File: config.mk
export PLATFORM = sky130hd
export DESIGN_NAME = poida_ctrl
export DESIGN_NICKNAME = d
export VERILOG_FILES = /design/src/rtl/poida_pkg.sv /design/src/rtl/poida_ctrl.sv
export SDC_FILE = /design/constraint.sdc
export NUM_CORES = 1
export LEC_CHECK = 0
export BUFFER_PORTS_ARGS = -buffer_cell sky130_fd_sc_hd__buf_4
export CAP_MARGIN = 10
export CORE_AREA = 2 2 39 41
export CTS_BUF_LIST = sky130_fd_sc_hd__clkbuf_2
export CTS_CLUSTER_DIAMETER = 150
export DETAILED_ROUTE_END_ITERATION = 8
export DIE_AREA = 0 0 41 43
export PLACE_DENSITY = 0.35
export SLEW_MARGIN = 20
export SYNTH_ARGS = -nofsm -noshare
export SYNTH_HDL_FRONTEND = slang
export SYNTH_SLANG_ARGS = --single-unit
File: constraint.sdc
create_clock -name clk -period 0.9 [get_ports clk]
set_clock_uncertainty 0.15 [all_clocks]
set_input_delay 0.18 -clock clk [delete_from_list [all_inputs] [get_ports clk]]
set_output_delay 0.18 -clock clk [all_outputs]
set_load 0.005 [all_outputs]
File: src/rtl/poida_pkg.sv
// Package for the packed object id allocator.
// Holds sizes, operation and status codes, register indexes and the
// controller command struct. Depends on nothing.
package poida_pkg;

  // Storage sizes.
  localparam int NUM_TYPES    = 256;
  localparam int NUM_SWITCHES = 256;
  localparam int INDEX_BITS   = 32;

  localparam int TYPE_AW = (NUM_TYPES > 1) ? $clog2(NUM_TYPES) : 1;
  localparam int SW_AW   = (NUM_SWITCHES > 1) ? $clog2(NUM_SWITCHES) : 1;
  localparam int CTR_W   = INDEX_BITS + 1;

  // Fixed field widths of the id layout and the ports.
  localparam int ID_W     = 64;
  localparam int RID_W    = 56;
  localparam int FIELD_W  = 8;
  localparam int IX_W     = 32;
  localparam int OP_W     = 3;
  localparam int ST_W     = 3;
  localparam int CFG_IX_W = 2;

  // Operation codes.
  typedef enum logic [OP_W-1:0] {
    OP_ALLOC       = 3'd0,
    OP_REG_SWITCH  = 3'd1,
    OP_RELEASE     = 3'd2,
    OP_WARM_BOOT   = 3'd3,
    OP_QUERY       = 3'd4,
    OP_CLEAR       = 3'd5
  } op_t;

  // Result status codes.
  typedef enum logic [ST_W-1:0] {
    ST_OK             = 3'd0,
    ST_BAD_TYPE       = 3'd1,
    ST_SWITCH_TYPE    = 3'd2,
    ST_NOT_SWITCH     = 3'd3,
    ST_EXHAUSTED      = 3'd4,
    ST_NOT_REGISTERED = 3'd5
  } st_t;

  // Configuration register indexes.
  typedef enum logic [CFG_IX_W-1:0] {
    CFG_CONTEXT     = 2'd0,
    CFG_TYPE_LIMIT  = 2'd1,
    CFG_SWITCH_TYPE = 2'd2
  } cfg_idx_t;

  // Configuration reset values.
  localparam logic [FIELD_W-1:0] RST_CONTEXT     = 8'd0;
  localparam logic [FIELD_W-1:0] RST_TYPE_LIMIT  = 8'd254;
  localparam logic [FIELD_W-1:0] RST_SWITCH_TYPE = 8'd33;

  // Commands from the controller to the datapath.
  typedef struct packed {
    logic accept;   // latch input transaction and read the counter memory
    logic execute;  // update state and load the result register
    logic cfg_wr;   // write a configuration register
  } ctrl_cmd_t;

endpackage

File: src/rtl/poida_ctrl.sv
// Controller of the object id allocator: accept/execute state machine
// and result valid flag. Depends on poida_pkg.
module poida_ctrl import poida_pkg::*; (
  input  logic      clk,
  input  logic      rst_n,
  input  logic      in_valid,
  output logic      in_ready,
  output logic      out_valid,
  input  logic      out_ready,
  input  logic      cfg_valid,
  output ctrl_cmd_t cmd
);

  typedef enum logic [1:0] {
    S_IDLE = 2'b01,
    S_EXEC = 2'b10
  } state_t;

  state_t state_r, state_nxt;
  logic   out_valid_r, out_valid_nxt;
  logic   slot_free;

  // The result register is free when empty or being emptied this cycle.
  assign slot_free = !out_valid_r || out_ready;

  // Next state and commands.
  always_comb begin
    state_nxt   = state_r;
    in_ready    = 1'b0;
    cmd.accept  = 1'b0;
    cmd.execute = 1'b0;
    cmd.cfg_wr  = cfg_valid;
    unique case (state_r)
      S_IDLE: begin
        in_ready   = 1'b1;
        cmd.accept = in_valid;
        if (in_valid) begin
          state_nxt = S_EXEC;
        end
      end
      S_EXEC: begin
        cmd.execute = slot_free;
        if (slot_free) begin
          state_nxt = S_IDLE;
        end
      end
      default: begin
        state_nxt = S_IDLE;
      end
    endcase
  end

  // Result valid flag.
  always_comb begin
    out_valid_nxt = out_valid_r;
    if (cmd.execute) begin
      out_valid_nxt = 1'b1;
    end else if (out_ready) begin
      out_valid_nxt = 1'b0;
    end
  end

  always_ff @(posedge clk) begin
    if (!rst_n) begin
      state_r     <= S_IDLE;
      out_valid_r <= 1'b0;
    end else begin
      state_r     <= state_nxt;
      out_valid_r <= out_valid_nxt;
    end
  end

  assign out_valid = out_valid_r;

endmodule

Yosys cells after proc, flatten, opt, wreduce, memory -nomap -nowiden
Cells that the tools add are included.
{"block": "word_totals", "regBits": 3, "input_bits": 5, "output_inout_bits": 5, "word_cells": 18}
{"block": "op_classes", "eq_ne": 4, "muxes": 8, "n_reduce_logical": 4}
{"operator": "1-bit two-way mux", "count": 5}
{"operator": "2-bit two-way mux", "count": 2}
{"operator": "2-bit != test (second input constant)", "count": 2}
{"operator": "2-bit one-hot mux with 2 select lines", "count": 1}
{"operator": "2-bit by 1-bit equality test with 1-bit output (second input constant)", "count": 1}
{"operator": "2-bit equality test (second input constant)", "count": 1}
{"operator": "2-bit AND reduction", "count": 1}
{"operator": "2-bit nonzero test", "count": 1}
{"operator": "1-bit logical NOT", "count": 1}
{"operator": "1-bit logical OR", "count": 1}

Depth between registers and ports, before layout
{"block": "depth", "ltp_word": 4, "depth_mapped": 3}

Worst setup path after synthesis
Ideal clock, no wire load.
{"block": "synth_timing", "path_kind": "reg2out", "from": "register state_r[0]", "to": "output port cmd[1] (netlist bit)", "arrival_time_ns": 0.644, "required_ns": 0.570, "slack_ns": -0.074, "stages_incl_launch_ff": 4, "n_path_buf": 1, "path_cell_list": "dfxtp_1 nand2b_1 nor2b_1 buf_4"}
{"item": "start: declaration", "line_no": "poida_ctrl.sv:19", "rtl": "state_t state_r, state_nxt;"}
{"item": "start signal: assignment", "line_no": "poida_ctrl.sv:68", "rtl": "state_r <= state_nxt;"}
{"item": "end: declaration", "line_no": "poida_ctrl.sv:11", "rtl": "output ctrl_cmd_t cmd"}

==> summary.md <==
| Metric | Value |
|---|---|
| Total count of max-transition violations in the final report | 0 |
| Worst min path class | input pin to register |
| Number of warning messages in the yosys log | 0 |
| Final Instance Area | 272 um^2 |
| TritonCTS Sinks | 3 |
| Cell chain of the critical path | and3b_2 -> buf_6 |
| Leakage | 0.125 nW |
| Detail-routed via count per cell | 3.29 |
| Drt wl/cell | 8.40 um |
| Net count after synthesis | 19 |
| Share of cells above drive strength 1 | 0.808 |
| Highest ir drop seen on vdd | 0.506 mV |
| Number of antenna violations at the first check in global routing | 0 |
| Initial cell density of the core | 0.102 |
| First DRT Iteration DRCs | 0 |
| Worst Slack Setup Final | -0.337 ns |
| Post-CTS clock slew at the launch and capture registers of the worst setup and hold paths | 0.04 ns |
| Final Net Count | 32 |
| Share of the yosys chip area belonging to registers | 0.425 |
| Relative slew slack | 0.938 |
| Total Wirelength | 353 um |
| Total via count in the routed design | 138 |
| Data required time at the worst endpoint | 0.57 ns |
| Total congestion overflow | 0 |
| Final-report setup violation count | 6 |
| FP Rows | 14 |
| Max H-tree Level | 1 |
| Clock period minus final worst setup slack | 1.24 ns |
| Worst-margin pin slew | 0.0931 ns |
| Total iterations of the first detailed-routing run | 1 |
| Count of boundary I/O pins | 10 |
| Post-layout total power | 0.000405 W |
| CTS tree | yes |
| Status | complete, but fails checks |
| Chip Width | 41 um |
| Endpoint type of the worst setup path | output pin |
| Startpoint type of the worst setup path | register |
| Wire length of the first global-routing pass | 552 um |
| Highest cell delay on the worst timing path | 0.36 ns |
| Final clock period utilization by the worst path | 1.37 |
| Number of global-route vias before repair | 139 |
| Arrival time at the worst endpoint | 0.91 ns |
| Final RePlAce weighted congestion | 0.598 |
| Number of buffers on the longest clock path | 2 |
| Inserted Clock Buffers | 3 |
| Die outline area | 1760 um^2 |
| Final sum of negative setup slack | -1.43 ns |
| Final hold violation count | 1 |
| Netlist area before placement | 141 um^2 |
| Setup CP Type | register to output pin |
| Pin count of the biggest net entering global routing | 5 |
| Total global routing track utilization | 0.0552 |
| Total power density per cell area | 1490 nW/um^2 |
| DIE HEIGHT | 43 um |
| Area of the core | 1380 um^2 |
| Count of antenna diodes in the layout | 0 |
| Average instance area after synthesis | 10.1 um^2 |
| Port Buf Inserts | 7 |
| Post-synthesis sequential element count | 3 |
| Worst hold-check slack | -0.00583 ns |
| Master of the slowest instance on the critical path | sky130_fd_sc_hd__dfxtp_4 |
| Count of antenna-violating nets left after detailed routing | 0 |
| Unrepaired setup endpoints after global routing | true |
| Post-Synthesis Cells | 14 |
| Area growth from synthesis to layout | 92.0% |
| Violated checks | hold timing, setup timing |
| Upper clock frequency limit | 808 MHz |
| CTS root buffer | sky130_fd_sc_hd__clkbuf_2 |
| Post-Place Cell Area | 209 um^2 |
| Largest fanout of any net on the critical path | 3 |
| Detailed placer's ending HPWL | 224 um |
| Count of unresolved DRC violations after routing | 0 |
| Post-synthesis cell type count | 9 |
| Worst-skew pair later-pin latency | 0.21 ns |
| Max Cap Viol | 0 |
-- flip-flops by register name (all words and copies together) (netlist names) --
name,count
out_valid,1
state_r,2
-- cells by family after synthesis --
group,Yosys count,synth area share
and+or+nand+nor,6,0.327
DFF,3,0.425
AOI/OAI and AO/OA,3,0.142
buffers and inverters,2,0.106
-- worst max-delay path, delay by kind of cell, from the launching register on --
kind | cells | cell delay [ns]
buf+inv | 1 | 0.11
simple gates | 1 | 0.22
flops | 1 | 0.36
-- repair_timing --
item / in CTS / in global routing
resized for setup: 4 / 4
pin swaps: 0 / 1
endpoints found under the hold margin: 1 / 1
setup endpoints to repair: 6 / 6
buffers inserted: 1 / 1
-- synthesized netlist by cell type --
library cell               instances  share of area
sky130_fd_sc_hd__a21boi_1          1          0.053
sky130_fd_sc_hd__and3b_1           1          0.062
sky130_fd_sc_hd__and4bb_2          1          0.088
sky130_fd_sc_hd__buf_4             2           0.11
sky130_fd_sc_hd__dfxtp_1           3           0.42
sky130_fd_sc_hd__nand2b_1          2          0.088
sky130_fd_sc_hd__nor2b_1           2          0.088
sky130_fd_sc_hd__o21a_1            1          0.053
sky130_fd_sc_hd__o21ai_1           1          0.035
-- final cells by class --
type                    count  area [um^2]
fillers                   152         1110
repair buffers             10         86.3
multi-input cells           9         78.8
flip-flops and latches      3         66.3
clock buffers               4         20.0
well taps                  16         20.0
-- final timing paths --
path	start	end	slack, ns	cells after the start
setup / recovery	state_r[1]	cmd[2]	-0.34	2
hold / removal	rst_n	state_r[0]	-0.006	2
setup reg to reg	state_r[1]	state_r[1]	-0.26	3
hold reg to reg	state_r[1]	out_valid	0.36	2
-- metal layers --
layer	wire, um	share of wire	vias to the layer above	track usage
met5	0	0	-	0
met4	10	0.028	0	0.0600
met3	55	0.16	2	0.0628
met2	123	0.35	9	0.0531
met1	163	0.46	57	0.0547
li1	-	-	70	-
-- cell usage in the layout, fill, tap and decap left out, types with 2 or more instances in the layout --
master,netlist,routed
sky130_fd_sc_hd__dfxtp_2,0,2
sky130_fd_sc_hd__clkbuf_2,0,4
sky130_fd_sc_hd__nor2b_1,2,2
sky130_fd_sc_hd__buf_6,0,3
sky130_fd_sc_hd__buf_4,2,7
-- metrics by stage --
step	util	cells	setup WS [ns]
after floorplan	-	14	-0.0734
after global placement	0.151	36	-0.112
after detailed placement	0.151	36	-0.124
after CTS	0.180	41	-0.358
after global routing	0.196	42	-0.387
final	0.196	42	-0.337
-- power breakdown --
group	leakage (nW)	switching, W	internal (W)	total [W]
logic	0.0828	0.0000182	0.0000463	0.0000645
clock network	0.0166	0.0000771	0.000117	0.000194
registers	0.0255	0.00000667	0.000140	0.000146
(Power assumes the default switching activity.)
